===== config.mk =====
export PLATFORM = sky130hd
export DESIGN_NAME = bitmap_to_active_index_list_unit
export DESIGN_NICKNAME = d
export VERILOG_FILES = /design/src/rtl/bai_pkg.sv /design/src/rtl/bai_lowbit.sv /design/src/rtl/bitmap_to_active_index_list_unit.sv
export SDC_FILE = /design/constraint.sdc
export NUM_CORES = 1
export LEC_CHECK = 0
export BUFFER_PORTS_ARGS = -buffer_cell sky130_fd_sc_hd__buf_2
export CORE_MARGIN = 2
export CORE_UTILIZATION = 45
export DETAILED_ROUTE_END_ITERATION = 16
export GPL_TIMING_DRIVEN = 0
export PLACE_DENSITY = 0.76
export SLEW_MARGIN = 10
export SYNTH_ARGS = -nofsm -noshare
export SYNTH_HDL_FRONTEND = slang
export SYNTH_SLANG_ARGS = --single-unit

===== constraint.sdc =====
create_clock -name clk -period 4.2 [get_ports clk]
set_input_delay 0.63 -clock clk [delete_from_list [all_inputs] [get_ports clk]]
set_output_delay 0.63 -clock clk [all_outputs]
set_load 0.02 [all_outputs]

===== src/rtl/bai_pkg.sv =====
`timescale 1ns / 1ps

package bai_pkg;

	// Vector geometry.
	localparam int MAX_BITS   = 4096;
	localparam int WORD_WIDTH = 32;
	localparam int WORDS_MAX  = (MAX_BITS + WORD_WIDTH - 1) / WORD_WIDTH;

	// Derived widths.
	localparam int LIMIT_W = $clog2(MAX_BITS + 1);
	localparam int INDEX_W = $clog2(MAX_BITS);
	localparam int BIT_W   = $clog2(WORD_WIDTH);
	localparam int WPOS_W  = $clog2(WORDS_MAX + 1);
	localparam int BASE_W  = WPOS_W + BIT_W;
	localparam int EXT_W   = ((BASE_W > LIMIT_W) ? BASE_W : LIMIT_W) + 1;

	// One input item: a word of the vector and the end-of-run flag.
	typedef struct packed {
		logic [31:0] data_word;
		logic        last_word;
	} in_item_t;

	// One result item: either an index or the closing count.
	typedef struct packed {
		logic [11:0] active_index;
		logic        index_valid;
		logic [12:0] total_set;
		logic        run_done;
	} out_item_t;

	// Result of the shared lowest-set-bit unit.
	typedef struct packed {
		logic                  found;
		logic [BIT_W-1:0]      bit_idx;
		logic [WORD_WIDTH-1:0] rest;
	} scan_res_t;

endpackage


===== src/rtl/bai_lowbit.sv =====
`timescale 1ns / 1ps

// Finds the lowest set bit of a word and returns the word with that bit cleared.
module bai_lowbit import bai_pkg::*; (
	input  logic [WORD_WIDTH-1:0] word,
	output scan_res_t             res
);

	logic [WORD_WIDTH-1:0] onehot;
	logic [BIT_W-1:0]      idx;

	// Isolate the lowest set bit.
	assign onehot = word & (~word + WORD_WIDTH'(1));

	// Encode the one-hot position; each index bit is an OR over its positions.
	always_comb begin
		idx = '0;
		for (int k = 0; k < BIT_W; k++) begin
			for (int b = 0; b < WORD_WIDTH; b++) begin
				if (((b >> k) & 1) == 1) begin
					idx[k] = idx[k] | onehot[b];
				end
			end
		end
	end

	assign res.found   = |word;
	assign res.bit_idx = idx;
	assign res.rest    = word & (word - WORD_WIDTH'(1));

endmodule


===== src/rtl/bitmap_to_active_index_list_unit.sv =====
`timescale 1ns / 1ps

// Bitmap to active index list. Words of a bit vector arrive least significant
// bit first; every set bit below the active_bits limit (clamped to 4096) leaves
// as one item carrying its position, in ascending order, and the word flagged
// last is followed by a closing item with the count of those bits. A word is
// accepted in the idle state; the scan state emits one item per kept set bit
// and retires the word once none remain, and after a last word it goes on to the
// closing state. The block takes no new word meanwhile. The rate is set by the
// shared lowest-set-bit unit, which yields one position per cycle, and by the
// single output register, which stalls the scan while its item is not taken.
// Configuration writes are always taken and apply from the next word.
module bitmap_to_active_index_list_unit import bai_pkg::*; (
	input  logic                clk,
	input  logic                arst_n,
	input  logic                cfg_valid,
	output logic                cfg_ready,
	input  logic [LIMIT_W-1:0]  cfg_data,
	input  logic                in_valid,
	output logic                in_ready,
	input  in_item_t            in_data,
	output logic                out_valid,
	input  logic                out_ready,
	output out_item_t           out_data
);

	typedef enum logic [1:0] {
		ST_IDLE,
		ST_SCAN,
		ST_CLOSE
	} state_t;

	state_t                state_q;
	logic [LIMIT_W-1:0]    active_q;
	logic [WPOS_W-1:0]     wpos_q;
	logic [WPOS_W-1:0]     base_q;
	logic [LIMIT_W-1:0]    count_q;
	logic [WORD_WIDTH-1:0] word_q;
	logic                  last_q;
	logic                  out_valid_q;
	out_item_t             out_data_q;

	logic [LIMIT_W-1:0]    limit;
	logic [EXT_W-1:0]      base_ext;
	logic [EXT_W-1:0]      limit_ext;
	logic [EXT_W-1:0]      rem;
	logic                  in_range;
	logic [WORD_WIDTH-1:0] keep_mask;
	logic                  slot_free;
	logic                  emit;
	scan_res_t             scan;

	assign cfg_ready = 1'b1;
	assign in_ready  = (state_q == ST_IDLE);
	assign out_valid = out_valid_q;
	assign out_data  = out_data_q;
	assign slot_free = !out_valid_q || out_ready;

	// A new item enters the output register this cycle.
	assign emit = slot_free && (((state_q == ST_SCAN) && scan.found) || (state_q == ST_CLOSE));

	// Clamp the limit and build the mask of positions of this word below it.
	assign limit     = (active_q > LIMIT_W'(MAX_BITS)) ? LIMIT_W'(MAX_BITS) : active_q;
	assign in_range  = (wpos_q < WPOS_W'(WORDS_MAX));
	assign base_ext  = EXT_W'({wpos_q, {BIT_W{1'b0}}});
	assign limit_ext = EXT_W'(limit);
	assign rem       = limit_ext - base_ext;

	always_comb begin
		if (!in_range || (limit_ext <= base_ext)) begin
			keep_mask = '0;
		end else if (rem >= EXT_W'(WORD_WIDTH)) begin
			keep_mask = '1;
		end else begin
			keep_mask = ~({WORD_WIDTH{1'b1}} << rem[BIT_W-1:0]);
		end
	end

	// Shared unit: one kept position per cycle while the output register is free.
	bai_lowbit u_lowbit (
		.word (word_q),
		.res  (scan)
	);

	// Sequencer with the output register.
	always_ff @(posedge clk or negedge arst_n) begin
		if (!arst_n) begin
			state_q     <= ST_IDLE;
			active_q    <= LIMIT_W'(MAX_BITS);
			wpos_q      <= '0;
			base_q      <= '0;
			count_q     <= '0;
			word_q      <= '0;
			last_q      <= 1'b0;
			out_valid_q <= 1'b0;
			out_data_q  <= '0;
		end else begin
			if (cfg_valid) begin
				active_q <= cfg_data;
			end
			// The output item stays until taken; a new one may replace it at once.
			out_valid_q <= emit || (out_valid_q && !out_ready);
			unique case (state_q)
				ST_IDLE: begin
					if (in_valid) begin
						word_q  <= in_data.data_word & keep_mask;
						last_q  <= in_data.last_word;
						base_q  <= wpos_q;
						if (in_range) begin
							wpos_q <= wpos_q + WPOS_W'(1);
						end
						state_q <= ST_SCAN;
					end
				end
				ST_SCAN: begin
					if (scan.found) begin
						if (slot_free) begin
							out_data_q.active_index <= INDEX_W'({base_q, scan.bit_idx});
							out_data_q.index_valid  <= 1'b1;
							out_data_q.total_set    <= '0;
							out_data_q.run_done     <= 1'b0;
							word_q                  <= scan.rest;
							count_q                 <= count_q + LIMIT_W'(1);
						end
					end else if (last_q) begin
						state_q <= ST_CLOSE;
					end else begin
						state_q <= ST_IDLE;
					end
				end
				ST_CLOSE: begin
					if (slot_free) begin
						out_data_q.active_index <= '0;
						out_data_q.index_valid  <= 1'b0;
						out_data_q.total_set    <= count_q;
						out_data_q.run_done     <= 1'b1;
						count_q                 <= '0;
						wpos_q                  <= '0;
						state_q                 <= ST_IDLE;
					end
				end
				default: begin
					state_q <= ST_IDLE;
				end
			endcase
		end
	end

	// An accepted word always starts a scan.
	a_accept_scan: assert property (@(posedge clk) disable iff (!arst_n)
		in_valid && in_ready |=> state_q == ST_SCAN)
		else $error("accepted word did not start a scan");

	// Index items and closing items never mix their fields.
	a_item_kind: assert property (@(posedge clk) disable iff (!arst_n)
		out_valid |-> (out_data.index_valid != out_data.run_done))
		else $error("result item is neither index nor closing");

	// The word position never passes one beyond the last word.
	a_wpos_bound: assert property (@(posedge clk) disable iff (!arst_n)
		wpos_q <= WPOS_W'(WORDS_MAX))
		else $error("word position out of range");

	// The count cannot exceed the vector capacity.
	a_count_bound: assert property (@(posedge clk) disable iff (!arst_n)
		count_q <= LIMIT_W'(MAX_BITS))
		else $error("set bit count out of range");

endmodule


==> results of run 1 <==
## cell usage in the layout, fill, tap and decap left out, drive strengths merged, types with 2 or more instances in the layout
| cell type | Yosys | layout |
|---|---|---|
| nand2 | 109 | 109 |
| buf | 8 | 88 |
| a32o | 3 | 3 |
| inv | 20 | 21 |
| or4 | 3 | 3 |
| a32oi | 2 | 2 |
| nor3 | 17 | 17 |
| nand4 | 8 | 8 |
| a2bb2oi | 2 | 2 |
| a211oi | 5 | 5 |
| o31ai | 4 | 4 |
| o311ai | 8 | 8 |
| nand3 | 23 | 23 |
| dfrtp | 103 | 103 |
| and4 | 2 | 2 |
| and2 | 6 | 6 |
| a31oi | 5 | 5 |
| or3 | 2 | 2 |
| mux2 | 12 | 12 |
| clkbuf | 25 | 36 |
| o21a | 3 | 3 |
| o22ai | 6 | 6 |
| o2bb2ai | 3 | 3 |
| or2 | 3 | 3 |
| xor2 | 6 | 6 |
| o2111a | 2 | 2 |
| ha | 10 | 10 |
| nor2b | 13 | 13 |
| nor4 | 11 | 11 |
| bufinv | 0 | 2 |
| a21o | 5 | 5 |
| a21oi | 29 | 29 |
| nand2b | 11 | 11 |
| o21ai | 92 | 92 |
| xnor2 | 12 | 12 |
| o211ai | 6 | 6 |
| nor2 | 70 | 70 |
| a41oi | 2 | 2 |
## cell type report
type                    count  area [um^2]
clock buffers              11          233
fillers                  1217         5810
plain buffers              33          174
repair buffers             80          429
well taps                 172          215
clock inverters             4         77.6
multi-input cells         509         2900
inverters                  20         75.1
flip-flops and latches    104         2600
## flip-flops by register name (all words and copies together), names as in the netlist
name       flops
last_q         1
out_valid      1
state_q        2
active_q      13
word_q        32
count_q       13
out_data      27
base_q         7
wpos_q         8
## metal layers
metal  part of all wire, %  wire, um
met5                     0         0
met4                   2.3       359
met3                   7.7      1180
met2                    46      6960
met1                    44      6780
## through the flow
stage               utilization (%)  hold WS [ps]
detailed placement             51.0           454
global route                   53.5           224
CTS                            53.5           204
finish                         53.5           197
floorplan                         -           334
global placement               50.8           449
## power breakdown
| group | total (W) | internal, W | leakage, nW | switching [W] |
|---|---|---|---|---|
| registers | 0.00152 | 0.00126 | 1.36 | 0.000259 |
| clock network | 0.000907 | 0.000523 | 0.150 | 0.000384 |
| logic | 0.00220 | 0.000823 | 1.57 | 0.00137 |
## kinds of logic (layout without fill, tap and decap cells)
| family | count (synthesis) | after routing | share of synthesized area, % |
|---|---|---|---|
| flip-flops | 104 | 104 | 45.3 |
| buffers and inverters | 53 | 148 | 4.27 |
| XOR/XNOR | 18 | 18 | 2.74 |
| AO/OA/AOI/OAI | 184 | 184 | 19.6 |
| AND/OR/NAND/NOR | 283 | 283 | 23.1 |
| adder cells (fa/ha/maj) | 11 | 11 | 2.53 |
| multiplexers | 12 | 12 | 2.35 |
| other | 1 | 1 | 0.0653 |
## final timing paths
path | endpoint | slack (ps) | cells past startpoint
min reg2reg | out_data[25] | 470 | 2
max reg2reg | word_q[29] | 300 | 13
max | word_q[29] | 300 | 13
min | out_data[9] | 200 | 1
min in group clk | out_data[25] | 470 | 2
max in group asynchronous | word_q[25] | 3350 | 2
## worst max-delay path, stage by stage, from the launching register on
cell	delay [ps]
dfstp_2	570
clkbuf_1	320
clkbuf_2	290
nand2b_1	190
inv_1	60
ha_1	290
nor2b_4	140
o2111a_1	270
or4_1	500
a211oi_2	250
o211ai_2	170
clkbuf_2	270
o21ai_0	350
o2bb2ai_1	120
==> key figures, run 1 <==
Yosys
  – Cells after Synth: 666
  – Synth warnings: 0
  – Asr flop ratio synth: between 90% and 100%
  – Synthesized Nets: 728
  – Post-Syn Area per Cell: 8.63 um^2
  – EDFF count, synth: 0
  – Distinct cells, synth: 63
  – Synth Cell Area: 5740 um^2
  – Area leader, netlist: dfrtp_1
  – Post-synthesis sequential area ratio: 45.3%
  – Yosys top cell area share: 44.9%
  – Top cells by count, synth: nand2_1 (109), dfrtp_1 (103), o21ai_0 (88)
  – Synth area leaders: dfrtp_1 (45%), o21ai_0 (7.7%), nand2_1 (7.1%)
  – Main synth FF type: dfrtp_1
  – Yosys reg bits: between 100 and 150
  – Count leader, synth: nand2_1

Die
  – Area of the die: 13700 um^2
  – Initial Utilization: 45.9%
  – Chip width: 117 um
  – Row cnt: 41
  – Placeable Area: 12500 um^2
  – Die H: 117 um
  – Ports: 81

Clock network
  – Clk slew on worst S/H paths: 70 ps
  – # clock sinks: 104
  – CTS Root Cell: clkbuf_16
  – CTS HTree Levels: 3
  – CTS Buf Count: 9
  – Clock Tree Buf Depth: 2
  – PostCTS Resize Cnt: 0
  – Clk_lat worst skew: approximately 360 ps
  – CTS tree: done
  – Hold-fix buffers at CTS: 0
  – Post-CTS setup buffers: 0

STA
  – Fin crit period: 3900 ps
  – Worst setup margin: around 300 ps
  – Slew headroom: a little over two fifths
  – Setup violators final: 0
  – Clk_skew: approximately 8.5 ps
  – Fin. Hold Viols: 0
  – Worst Tran Pin Value: 834 ps
  – RSZ-0062 raised after global routing: false
  – Fmax: approximately 260 MHz
  – Tcrit/Tclk final: between 90 and 100%
  – Setup TNS Final: 0 ps
  – Final Max Slew Viols: 0

Layout
  – Nets: 819
  – Fraction of layout cells with a size suffix above 1: 17.0%
  – Ant. Diodes: 0
  – Final non-filler cell total: about 930
  – Final Cell Area: about 6700 um^2
  – Synth-to-Final Area Change: 16.7%

Detailed routing
  – Initial DRC count: 542
  – Vias per Instance: 5.71
  – Post-DRT Antenna Nets: 0
  – DRC errors left: 0
  – Via count: 5326
  – Final wirelength: 15300 um
  – Post-DR wirelength/cell: 16.4 um
  – First-pass iteration count of the detailed router: 4

Critical path
  – Worst Path Arrival: 4140 ps
  – Worst-path fanout max: 10
  – Crit path capture type: flop
  – CP startpoint kind: flop
  – Critical path class: reg2reg
  – Critical path required time: around 4400 ps
  – Worst setup path start: active_q[12]
  – FF-to-FF Start: active_q[12]

Placed design
  – Placed Cells: approximately 920
  – Placement Cell Area: 6390 um^2
  – Pre-CTS setup slack: 138 ps
  – Number of port buffers: 79
  – Dpl hpwl: 11500 um
  – Routability cong.: between 0.9 and 1

GRT
  – Vias in the first global route: a little under 5000
  – Antenna violations before repair: 0
  – GRT Util Overall: 23.2%
  – Met1 usage: 32.7%
  – GRT busiest layer: met2
  – Met2 Usage GRT: between 30% and 40%
  – Met3 global-route usage: slightly below 5%
  – Global-route wire length before repair: 24500 um
  – Gr ovfl total: 0
  – Largest net degree at the start of global routing: 61

Power and ir drop
  – Total power: around 0.0046 W
  – Pwr Density: 689 nW/um^2
  – P_leak: 3.08 nW
  – VDD IR-drop max: 0.000297 V

Run status
  – Outcome: finished, final reports clean

Flow run
  – Max-cap viol count: 0

Worst hold path
  – Hold Path Class: in2async
Power figures use the tool's default switching activity.
==> run 2: changes to the inputs <==
- PLACE_DENSITY: 0.76 -> 0.75
- SYNTH_HIERARCHICAL: not set -> 1
==> run 2 against run 1 <==
Routed wire length up 18%. Hold slack worse by 32 ps. Via count up 14%. Largest power group unchanged. Synthesized cell count up 19%. Design area up 14%. Clock skew up 4.8 ps. Global-route usage up 0.23 points. Largest cell class unchanged. Critical path type unchanged. Combinational power down 11%.
==> key figures, run 2 <==
Die
  – Ports: 81 (unchanged)
  – Chip width: 126 um (was 117 um)
  – Area of the die: 15800 um^2 (was 13700 um^2)
  – Initial Utilization: 46.0% (was 45.9%)
  – Die H: 126 um (was 117 um)
  – Row cnt: 44 (was 41)
  – Placeable Area: 14500 um^2 (was 12500 um^2)

Detailed routing
  – First-pass iteration count of the detailed router: 5 (was 4)
  – Post-DR wirelength/cell: 16.9 um (was 16.4 um)
  – DRC errors left: 0 (unchanged)
  – Via count: 6061 (was 5326)
  – Post-DRT Antenna Nets: 0 (unchanged)
  – Vias per Instance: 5.66 (was 5.71)
  – Final wirelength: 18100 um (was 15300 um)
  – Initial DRC count: 492 (was 542)

Clock network
  – Hold-fix buffers at CTS: 0 (unchanged)
  – Clk slew on worst S/H paths: 80 ps (was 70 ps)
  – Clock Tree Buf Depth: 2 (unchanged)
  – CTS Buf Count: 9 (unchanged)
  – PostCTS Resize Cnt: 0 (unchanged)
  – CTS HTree Levels: 3 (unchanged)
  – # clock sinks: 104 (unchanged)
  – CTS Root Cell: clkbuf_16 (unchanged)
  – Post-CTS setup buffers: 0 (unchanged)
  – CTS tree: done (unchanged)
  – Clk_lat worst skew: 370 ps (was 360 ps)

GRT
  – Largest net degree at the start of global routing: 65 (was 61)
  – Gr ovfl total: 0 (unchanged)
  – Vias in the first global route: 5690 (was 4898)
  – Met3 global-route usage: 3.61% (was 4.84%)
  – GRT Util Overall: 23.4% (was 23.2%)
  – Met1 usage: 33.9% (was 32.7%)
  – Antenna violations before repair: 0 (unchanged)
  – Global-route wire length before repair: 29900 um (was 24500 um)
  – Met2 Usage GRT: 36.2% (was 35.5%)
  – GRT busiest layer: met2 (unchanged)

Yosys
  – Main synth FF type: dfrtp_1 (unchanged)
  – EDFF count, synth: 0 (unchanged)
  – Post-Syn Area per Cell: 8.43 um^2 (was 8.63 um^2)
  – Post-synthesis sequential area ratio: 39.1% (was 45.3%)
  – Asr flop ratio synth: 100% (unchanged)
  – Top cells by count, synth: nand2_1 (115), dfrtp_1 (103), a21oi_1 (61), nor2_1 (61), inv_1 (49) (was nand2_1 (109), dfrtp_1 (103), o21ai_0 (88))
  – Synth Cell Area: 6670 um^2 (was 5740 um^2)
  – Area leader, netlist: dfrtp_1 (unchanged)
  – Distinct cells, synth: 66 (was 63)
  – Synth warnings: 6 (was 0)
  – Synthesized Nets: 853 (was 728)
  – Count leader, synth: nand2_1 (unchanged)
  – Yosys reg bits: 104 (unchanged)
  – Cells after Synth: 791 (was 666)
  – Synth area leaders: dfrtp_1 (39%), nand2_1 (6.5%), mux2i_1 (4.7%) (was dfrtp_1 (45%), o21ai_0 (7.7%), nand2_1 (7.1%))
  – Yosys top cell area share: 38.7% (was 44.9%)

Critical path
  – Critical path required time: 4500 ps (was 4440 ps)
  – FF-to-FF Start: active_q[12] (unchanged)
  – Worst-path fanout max: 10 (unchanged)
  – R2R cell count: 11 (was 13)
  – Crit path capture type: flop (unchanged)
  – R2r endpoint: word_q[21] (was word_q[29])
  – Worst Path Arrival: 3970 ps (was 4140 ps)
  – Critical path class: reg2reg (unchanged)
  – CP startpoint kind: flop (unchanged)
  – Reg2reg setup slack: 530 ps (was 300 ps)

Placed design
  – Pre-CTS setup slack: 528 ps (was 138 ps)
  – Dpl hpwl: 13500 um (was 11500 um)
  – Number of port buffers: 79 (unchanged)
  – Routability cong.: 0.940 (was 0.931)

STA
  – Clk_skew: 13.3 ps (was 8.55 ps)
  – Setup TNS Final: 0 ps (unchanged)
  – Worst setup margin: 530 ps (was 302 ps)
  – Fmax: 272 MHz (was 257 MHz)
  – Setup violators final: 0 (unchanged)
  – Final Max Slew Viols: 0 (unchanged)
  – Worst Tran Pin Value: 696 ps (was 834 ps)
  – Tcrit/Tclk final: 87.4% (was 92.8%)
  – Fin. Hold Viols: 0 (unchanged)
  – RSZ-0062 raised after global routing: false (unchanged)
  – Fin crit period: 3670 ps (was 3900 ps)
  – Slew headroom: 53.6% (was 43.9%)

Layout
  – Fraction of layout cells with a size suffix above 1: 19.6% (was 17.0%)
  – Synth-to-Final Area Change: 14.6% (was 16.7%)
  – Max FFs per register: 32 (unchanged)
  – Commonest non-fill, non-tap cells in the layout: nand2_1 (115), dfrtp_1 (103), buf_2 (84) (was nand2_1 (109), dfrtp_1 (103), o21ai_0 (88))
  – Ant. Diodes: 0 (unchanged)
  – Most flop-heavy register: word_q (unchanged)
  – Nets: 944 (was 819)
  – Most common cell after layout, fill and taps aside: nand2_1 (unchanged)

Power and ir drop
  – VDD IR-drop max: 0.000324 V (was 0.000297 V)
  – Pwr Density: 579 nW/um^2 (was 689 nW/um^2)
  – P_leak: 3.56 nW (was 3.08 nW)

Run status
  – Outcome: finished, final reports clean (unchanged)

Flow run
  – Max-cap viol count: 0 (unchanged)

Worst hold path
  – Hold Path Class: in2async (unchanged)
==> run 2: cell families (layout without fill, tap and decap cells) <==
kind of cell | Yosys count | after routing | synth area share (%)
flops | 104 | 104 | 39.1
simple gates | 352 | 352 | 26.5
mux | 52 | 52 | 8.20
buf+inv | 93 | 189 | 5.91
fa+ha+maj | 11 | 11 | 2.18
xor+xnor | 15 | 15 | 1.97
other cells | 2 | 2 | 0.113
compound gates | 162 | 162 | 16.1
==> run 2: routing by layer <==
layer / share of wire [%] / up-vias
met5: 0 / -
met4: 2.4 / 0
met3: 5.3 / 31
met2: 45 / 207
met1: 48 / 2887
li1: - / 2936
==> run 2: final cells by class <==
cell class,instances,area (um^2)
clock buffers,10,229
fillers,1401,6840
multi-input cells,594,3670
clock inverters,6,85.1
inverters,50,188
repair buffers,80,429
plain buffers,43,206
flip-flops and latches,104,2600
well taps,184,230
==> run 2: power breakdown <==
group	total [W]	internal [W]	switching (W)	leakage (nW)
Clock	0.000912	0.000479	0.000433	0.150
Combinational	0.00195	0.000774	0.00117	2.07
Sequential	0.00156	0.00124	0.000329	1.35
==> run 2: how the worst max path moves through the flow <==
stage	start	endpoint	cells after the start
after floorplan	active_q[12]	word_q[12]	11
after global placement	active_q[12]	word_q[27]	11
after detailed placement	active_q[12]	word_q[21]	11
after CTS	active_q[12]	word_q[21]	11
after global routing	active_q[12]	word_q[25]	11
final	active_q[12]	word_q[21]	11
==> run 2: worst max-delay path, stage by stage, from the launching register on <==
cell	delay, ps
dfstp_2	560
clkbuf_1	320
clkbuf_1	370
nor2b_1	120
ha_1	460
nand3_1	130
a21oi_1	270
a22oi_1	140
o21ai_1	300
clkbuf_1	580
nor3_1	160
a21oi_2	180
==> run 2: metrics by stage <==
stage / power [W] / util (%) / instance area (um^2) / instances / hold slack [ps]
after global placement: 0.00345 / 50.4 / 7290 / 1054 / 447
after floorplan: 0.00298 / - / 6670 / 791 / 334
final: 0.00442 / 52.8 / 7640 / 1071 / 165
after CTS: 0.00441 / 52.8 / 7640 / 1071 / 179
after global routing: 0.00476 / 52.8 / 7640 / 1071 / 195
after detailed placement: 0.00350 / 50.6 / 7320 / 1055 / 451
==> run 3: changes to the inputs <==
- MAX_ROUTING_LAYER: not set -> met4
==> run 3 against run 2 <==
Fmax is 0.13% higher. Sequential power barely moved. Largest cell class unchanged. Cell count unchanged. Highest routed layer unchanged. Hold slack better by 0.73 ps. Sequential share of layout area hardly changed.
==> key figures, run 3 (synthesis results as in run 2) <==
Run status
  – Outcome: finished, final reports clean (unchanged)

STA
  – Final Max Slew Viols: 0 (unchanged)
  – Setup TNS Final: 0 ps (unchanged)
  – Tcrit/Tclk final: 87.3% (was 87.4%)
  – Worst Tran Pin Value: 714 ps (was 696 ps)
  – RSZ-0062 raised after global routing: false (unchanged)
  – Setup violators final: 0 (unchanged)
  – Clk_skew: 13.3 ps (about the same)
  – Fin crit period: 3670 ps (about the same)
  – Fin. Hold Viols: 0 (unchanged)
  – Slew headroom: 52.0% (was 53.6%)
  – Fmax: 273 MHz (was 272 MHz)

Die
  – Placeable Area: 14500 um^2 (unchanged)
  – Initial Utilization: 46.0% (unchanged)
  – Chip width: 126 um (unchanged)
  – Area of the die: 15800 um^2 (unchanged)
  – Ports: 81 (unchanged)
  – Row cnt: 44 (unchanged)
  – Die H: 126 um (unchanged)

Critical path
  – Worst-path fanout max: 10 (unchanged)
  – Critical path required time: 4490 ps (was 4500 ps)
  – Slowest CP cell: dfstp_2 (was clkbuf_1)
  – CP startpoint kind: flop (unchanged)
  – Crit path capture type: flop (unchanged)
  – Worst Path Arrival: 3950 ps (was 3970 ps)
  – Crit-path max cell delay: 560 ps (was 580 ps)
  – Crit path cell chain: clkbuf_1, clkbuf_1, nor2b_1, ha_1, nand3_1, a21oi_1, a22oi_1, o21ai_1, clkbuf_1, nor3_1, a21oi_2 (unchanged)
  – Critical path class: reg2reg (unchanged)
  – Reg2reg setup slack: 530 ps (about the same)
  – Most used cell, CP: clkbuf_1 (unchanged)

Clock network
  – CTS HTree Levels: 3 (unchanged)
  – # clock sinks: 104 (unchanged)
  – CTS Root Cell: clkbuf_16 (unchanged)
  – CTS tree: done (unchanged)
  – Clk_lat worst skew: 360 ps (was 370 ps)
  – PostCTS Resize Cnt: 0 (unchanged)
  – Hold-fix buffers at CTS: 0 (unchanged)
  – CTS Buf Count: 9 (unchanged)
  – Clk slew on worst S/H paths: 80 ps (about the same)
  – Post-CTS setup buffers: 0 (unchanged)
  – Clock Tree Buf Depth: 2 (unchanged)

Layout
  – Synth-to-Final Area Change: 14.6% (about the same)
  – Most flop-heavy register: word_q (unchanged)
  – Nets: 944 (unchanged)
  – Final Cell Area: 7640 um^2 (about the same)
  – Max FFs per register: 32 (unchanged)
  – Layout Utilization: 52.8% (about the same)
  – Most common cell after layout, fill and taps aside: nand2_1 (unchanged)
  – Ant. Diodes: 0 (unchanged)
  – Layout fillers: 1382 (was 1401)
  – Final non-filler cell total: 1071 (unchanged)
  – Commonest non-fill, non-tap cells in the layout: nand2_1 (115), dfrtp_1 (103), buf_2 (84) (unchanged)
  – Fraction of layout cells with a size suffix above 1: 19.6% (unchanged)

GRT
  – Global-route wire length before repair: 30000 um (was 29900 um)
  – Antenna violations before repair: 0 (unchanged)
  – Largest net degree at the start of global routing: 69 (was 65)
  – Vias in the first global route: 5824 (was 5690)
  – GRT Util Overall: 24.4% (was 23.4%)
  – Gr ovfl total: 0 (unchanged)

Flow run
  – Max-cap viol count: 0 (unchanged)

Detailed routing
  – DRC errors left: 0 (unchanged)
  – Vias per Instance: 5.62 (was 5.66)
  – First-pass iteration count of the detailed router: 5 (unchanged)
  – Post-DR wirelength/cell: 17.0 um (was 16.9 um)
  – Via count: 6017 (was 6061)
  – Final wirelength: 18200 um (was 18100 um)
  – Initial DRC count: 473 (was 492)
  – Post-DRT Antenna Nets: 0 (unchanged)

Power and ir drop
  – Pwr Density: 580 nW/um^2 (was 579 nW/um^2)
  – VDD IR-drop max: 0.000263 V (was 0.000324 V)
  – Total power: 0.00443 W (was 0.00442 W)
  – P_leak: 3.57 nW (was 3.56 nW)

Worst hold path
  – Hold Path Class: in2async (unchanged)

Placed design
  – Dpl hpwl: 13600 um (was 13500 um)
  – Placement Cell Area: 7320 um^2 (unchanged)
  – Number of port buffers: 79 (unchanged)
  – Placed Cells: 1055 (unchanged)
  – Routability cong.: 0.950 (was 0.940)
run 3: cell count changes in the layout (fill, tap and decap cells not counted), sizes merged:
cell,change
clkinvlp,-1
clkinv,+1
run 3: power by group:
part | leakage [nW] | internal, W | switching [W]
Combinational | 2.07 | 0.000776 | 0.00119
Clock | 0.154 | 0.000480 | 0.000423
Sequential | 1.35 | 0.00124 | 0.000333
Total | 3.57 | 0.00249 | 0.00194
run 3: per-layer routing:
layer / GRT usage [%] / up-vias / part of all wire [%] / wire (um)
li1: - / 2940 / - / -
met1: 33.3 / 2841 / 46 / 8370
met2: 37.0 / 207 / 45 / 8290
met3: 3.87 / 29 / 6.5 / 1190
met4: 8.43 / 0 / 2.1 / 383
met5: - / - / 0 / 0
run 3: path summary, 6_finish.rpt:
check	endpoint	from	cells after the start
max in group asynchronous	active_q[12]	arst_n	2
min in group clk	out_data[23]	base_q[3]	2
worst max register to register	word_q[22]	active_q[12]	11
worst max-delay path	word_q[22]	active_q[12]	11
worst min-delay path	word_q[27]	arst_n	1
worst min register to register	out_data[23]	base_q[3]	2
run 3: final cells by class:
type	instances	area, um^2	area share (%)
Timing Repair Buffer	80	429	5.62
Sequential cell	104	2600	34.1
Clock buffer	10	229	3.00
Clock inverter	6	86.3	1.13
Multi-Input combinational cell	594	3670	48.0
Tap cell	184	230	3.01
Inverter	50	188	2.46
Buffer	43	206	2.70
run 3: metrics by stage:
stage | hold WS, ps | worst slack [ps]
floorplan | 334 | 1170
global placement | 447 | 627
detailed placement | 455 | 551
CTS | 171 | 523
global route | 186 | 147
finish | 166 | 535
run 3: critical path, delay by kind of cell (launching register included):
kind / cells / cell delay [ps]
AO/OA/AOI/OAI: 4 / 880
adder cells (fa/ha/maj): 1 / 470
buffers and inverters: 3 / 1260
flip-flops: 1 / 560
AND/OR/NAND/NOR: 3 / 430
